<file path="config.mk">
export PLATFORM = sky130hd
export DESIGN_NAME = hte_queue
export DESIGN_NICKNAME = d
export VERILOG_FILES = /design/src/hte_pkg.sv /design/src/hte_queue.sv
export SDC_FILE = /design/constraint.sdc
export NUM_CORES = 1
export LEC_CHECK = 0
export BUFFER_PORTS_ARGS = -buffer_cell sky130_fd_sc_hd__buf_2
export CORE_MARGIN = 3
export CORE_UTILIZATION = 40
export DETAILED_ROUTE_END_ITERATION = 6
export HOLD_SLACK_MARGIN = 0.06
export PLACE_DENSITY_LB_ADDON = 0.05
export SYNTH_ARGS = -nofsm -noshare
export SYNTH_HDL_FRONTEND = slang
export SYNTH_SLANG_ARGS = --single-unit
</file>
<file path="constraint.sdc">
create_clock -name i_clk -period 6.39 [get_ports i_clk]
set_input_delay 1.5975 -clock i_clk [delete_from_list [all_inputs] [get_ports i_clk]]
set_output_delay 1.5975 -clock i_clk [all_outputs]
set_load 0.03 [all_outputs]
</file>
<file path="src/hte_pkg.sv">
// Shared types, constants and helpers for the homogeneous transform engine.
// No dependencies; every other file in src imports this package.
package hte_pkg;

    // Number formats and sizes
    localparam int FRAC_BITS = 16;
    localparam int DIM       = 4;
    localparam int NCH       = 4;
    localparam int WW        = 32;
    localparam int PW        = 2 * WW;
    localparam int SW        = PW + 2;
    localparam int CIW       = $clog2(NCH);
    localparam int CW        = $clog2(DIM + 1);
    localparam int QDEPTH    = 4;
    localparam int QAW       = $clog2(QDEPTH);
    localparam int QCW       = $clog2(QDEPTH + 1);

    typedef logic signed [WW-1:0] t_word;
    typedef logic signed [PW-1:0] t_prod;
    typedef logic signed [PW:0]   t_pair;
    typedef logic signed [SW-1:0] t_sum;

    // Command codes on the input channel
    localparam logic [1:0] CMD_LOAD  = 2'd0;
    localparam logic [1:0] CMD_STAGE = 2'd1;
    localparam logic [1:0] CMD_XFORM = 2'd2;
    localparam logic [1:0] CMD_IDENT = 2'd3;

    // Operation codes after classification
    localparam logic [2:0] OP_NOP     = 3'd0;
    localparam logic [2:0] OP_LOAD    = 3'd1;
    localparam logic [2:0] OP_STAGE   = 3'd2;
    localparam logic [2:0] OP_COMPOSE = 3'd3;
    localparam logic [2:0] OP_XFORM   = 3'd4;
    localparam logic [2:0] OP_IDENT   = 3'd5;

    localparam t_word ONE_FX = t_word'(longint'(1) << FRAC_BITS);

    // Classified request held in the queue
    typedef struct packed {
        logic [2:0]         op;
        logic [1:0]         row;
        t_word [NCH-1:0]    val;
    } t_req;

    // One saturated component and its clip flag
    typedef struct packed {
        logic  sat;
        t_word val;
    } t_res;

    // Floor-shift an exact product sum and clip it to the word range
    function automatic t_res shift_sat(input t_sum s);
        t_sum sh;
        t_res r;
        sh = s >>> FRAC_BITS;
        r.sat = !((&sh[SW-1:WW-1]) || !(|sh[SW-1:WW-1]));
        if (r.sat) begin
            r.val = sh[SW-1] ? t_word'({1'b1, {(WW-1){1'b0}}})
                             : t_word'({1'b0, {(WW-1){1'b1}}});
        end else begin
            r.val = t_word'(sh[WW-1:0]);
        end
        return r;
    endfunction

endpackage

</file>
<file path="src/hte_queue.sv">
// Short request queue between the front end and the back end.
// Depends on hte_pkg for the request type and depth.
module hte_queue (
    input  logic            i_clk,
    input  logic            i_rst_n,
    input  logic            i_push,
    input  hte_pkg::t_req   i_req,
    input  logic            i_pop,
    output hte_pkg::t_req   o_req,
    output logic            o_valid,
    output logic            o_full
);
    import hte_pkg::*;

    t_req            r_mem [QDEPTH];
    logic [QAW-1:0]  r_wptr;
    logic [QAW-1:0]  r_rptr;
    logic [QCW-1:0]  r_count;
    logic [QCW-1:0]  n_count;

    assign o_valid = r_count != '0;
    assign o_full  = int'(r_count) == QDEPTH;
    assign o_req   = r_mem[r_rptr];

    always_comb begin
        n_count = r_count;
        if (i_push && !i_pop) begin
            n_count = r_count + QCW'(1);
        end else if (!i_push && i_pop) begin
            n_count = r_count - QCW'(1);
        end
    end

    // Advance pointers and occupancy
    always_ff @(posedge i_clk) begin
        if (!i_rst_n) begin
            r_wptr  <= '0;
            r_rptr  <= '0;
            r_count <= '0;
        end else begin
            r_count <= n_count;
            if (i_push) begin
                r_wptr <= r_wptr + QAW'(1);
            end
            if (i_pop) begin
                r_rptr <= r_rptr + QAW'(1);
            end
        end
    end

    // Hold request payloads
    always_ff @(posedge i_clk) begin
        if (i_push) begin
            r_mem[r_wptr] <= i_req;
        end
    end

endmodule

</file>
==> flow_metrics.tcl <==
set metrics [dict create \
    status "finished clean" \
    hpwl_um 24100 \
    start_util_pct 40.8 \
    seq_area_frac_synth_pct 82.4 \
    layout.nets 1194 \
    synthToLayoutAreaGrowth_pct 19.7 \
    fin_skew_ps 8.19 \
    rows 80 \
    drt_iter0_drc 513 \
    pin_count 272 \
    finalHoldViolations 0 \
    dieArea_mm2 0.0517 \
    io_buffers 271 \
    layout_commonest_cell "edfxtp_1" \
    final_cell_mix "edfxtp_1, buf_2, mux4_2, clkbuf_16, clkbuf_1" \
    final_util_pct 48.9 \
    combinationalPowerShare_pct 11.5 \
    crit_type "flop to output pin" \
    hold_path.class "flop to flop" \
    maxCapViolCount 0 \
    post_drt_via_cell_ratio 5.10 \
    synth_compound_area_share_pct 0.0638 \
    swShare_pct 23.4 \
    cts_tree "built" \
    grt_first_pass_wirelength_um 59200 \
    cts_made_buffers 56 \
    clockBufferDepth 3 \
    clock_sinks 541 \
    powerDensity_mw_per_mm2 346 \
    relSlewSlack_pct 35.9 \
    drc 0 \
    dr.pass1.iters 4 \
    cpPeakStageDelay_ps 860 \
    worstMarginPinSlew_ps 962 \
    ys_async_sr_fraction_pct 0 \
    grt_max_degree 71 \
    synthFlopType "edfxtp_1" \
    overflow 0 \
    setup_viol 0 \
    die_y_um 227 \
    ant_nets 0 \
    dieWidth_um 227 \
    synth_edf_count 532 \
    fmax_ghz 0.234 \
    critical_path.cell_chain "buf_4 -> mux4_2 -> buf_2" \
    routedWlPerCell_um 23.2 \
    synth_area_per_cell_um2 26.6 \
    pwr-share-seq_pct 50.9 \
    grt_use_total_pct 15.5 \
    synth.cell_area_mm2 0.0196 \
    gp_congestion 0.684 \
    fillers 3953 \
    clock_power_share_pct 37.6 \
    slew_violations 0 \
    rsz0062_at_grt "no" \
    core_area_mm2 0.0480 \
    cp-start-kind "flop" \
    fin_setup_tns_ps 0 \
    htree_levels 2 \
    yosys-mux-area-fraction_pct 15.4 \
    synth_cells 738 \
    dr_total_vias 8738 \
    cts_root_buffer "clkbuf_16" \
    ys_types 19 \
    synth-simple-area-share_pct 0.472 \
    layout-drive-gt1-share_pct 45.3 \
    period_minus_slack_ps 4270 \
    post_cts_buffers 0 \
    grt_pass1_vias 9237 \
    period_share_pct 66.8 \
    worstPathRequired_ps 4790 \
    leakagePower_nw 7.83 \
    synth_top_family_by_area "multiplexers" \
    power.switching_w 0.00190 \
    crit_path_max_fanout 49 \
    clk_pin_slew_worst_paths_ps 60 \
    cp.arrival_ps 2670 \
    crit_slowest_cell "dfxtp_4" \
    clk_latency_ps 570 \
    ctsHoldBuffers 0 \
    post_synth_xor_area_fraction_pct 0.223 \
    yosysWarningCount 0 \
    synth-seq-cells 541 \
    antenna_found_initial 11 \
    drt_wl_total_um 39700 \
    synth_adder_area_share_pct 0.421 \
    synth_nets 881 \
    irDropWorstVdd_mv 0.219 \
    internal_power_w 0.00623 \
    cts-resized-gates 0 \
    endpoint_kind "output pin" \
]
[metrics by stage]
stage | total power [W] | hold WS [ps] | cells | instance area, um^2 | setup slack [ps]
CTS | 0.00827 | 513 | 1709 | 23500 | 1990
finish | 0.00812 | 507 | 1713 | 23500 | 2120
global route | 0.00847 | 568 | 1709 | 23500 | 1930
detailed placement | 0.00517 | 505 | 1608 | 21700 | 2640
floorplan | 0.00485 | 467 | 738 | 19600 | 1240
global placement | 0.00516 | 481 | 1608 | 21700 | 2640
[metal layers]
layer  share of wire, %  global-route usage, %  up-vias  routed length (um)
li1                   -                      -     3828                   -
met1                 41                   20.7     4595               16100
met2                 48                   24.2      227               19200
met3                8.9                   6.07       70                3540
met4                1.8                   3.74       18                 714
met5               0.24                      0        -                  94
[cell usage after synthesis, drive strengths merged, types with 2 or more instances]
library cell	number	area (um^2)
xnor2	2	17.5
clkbuf	6	22.5
mux2i	2	20.0
nor2b	2	12.5
edfxtp	532	16000
xor2	3	26.3
dfxtp	9	180
ha	5	62.6
mux4	133	3000
or3	2	12.5
buf	24	176
inv	4	15.0
and2	9	56.3
[critical path, delay by kind of cell (launching register included)]
kind	cells	cell delay [ps]
buffers and inverters	2	780
multiplexers	1	410
flip-flops	1	860
[path summary, 6_finish.rpt]
kind / slack, ps / end / from / depth (start not counted)
max: 2120 / o_req[33] / flop / 3
min: 510 / r_count[2] / r_count[2] / 2
max reg2reg: 4140 / r_mem[0][94] / r_wptr[0] / 4
min reg2reg: 510 / r_count[2] / r_count[2] / 2
[flip-flops by register name (all words and copies together) (netlist names), named ones only]
| register | count |
|---|---|
| r_mem | 532 |
| r_count | 3 |
| r_rptr | 2 |
| r_wptr | 2 |
[cell type report]
| class | count | area, um^2 | area share [%] |
|---|---|---|---|
| sequential | 541 | 16200 | 68.8 |
| timing repair buffer | 285 | 1520 | 6.49 |
| antenna | 4 | 10.0 | 0.0426 |
| clock buffer | 79 | 1570 | 6.68 |
| tap | 615 | 769 | 3.28 |
| inverter | 4 | 15.0 | 0.0639 |
| multi-input combinational | 163 | 3260 | 13.9 |
| clock inverter | 22 | 171 | 0.730 |
[cell families after synthesis]
logic type                 after synthesis
muxes                                  135
buffers and inverters                   34
xor gates and xnor gates                 5
adders and majority gates                6
AOI/OAI and AO/OA                        2
and+or+nand+nor                         15
DFF                                    541
[power by group through the flow]
stage | Clock (W) | Sequential (W) | Combinational (W)
2_1_floorplan | 0 | 0.00420 | 0.000654
3_3_place_gp | 0 | 0.00421 | 0.000954
3_5_place_dp | 0 | 0.00421 | 0.000959
4_1_cts | 0.00317 | 0.00414 | 0.000961
5_1_grt | 0.00332 | 0.00415 | 0.00100
6_report | 0.00306 | 0.00414 | 0.000931
(Power assumes the default switching activity.)
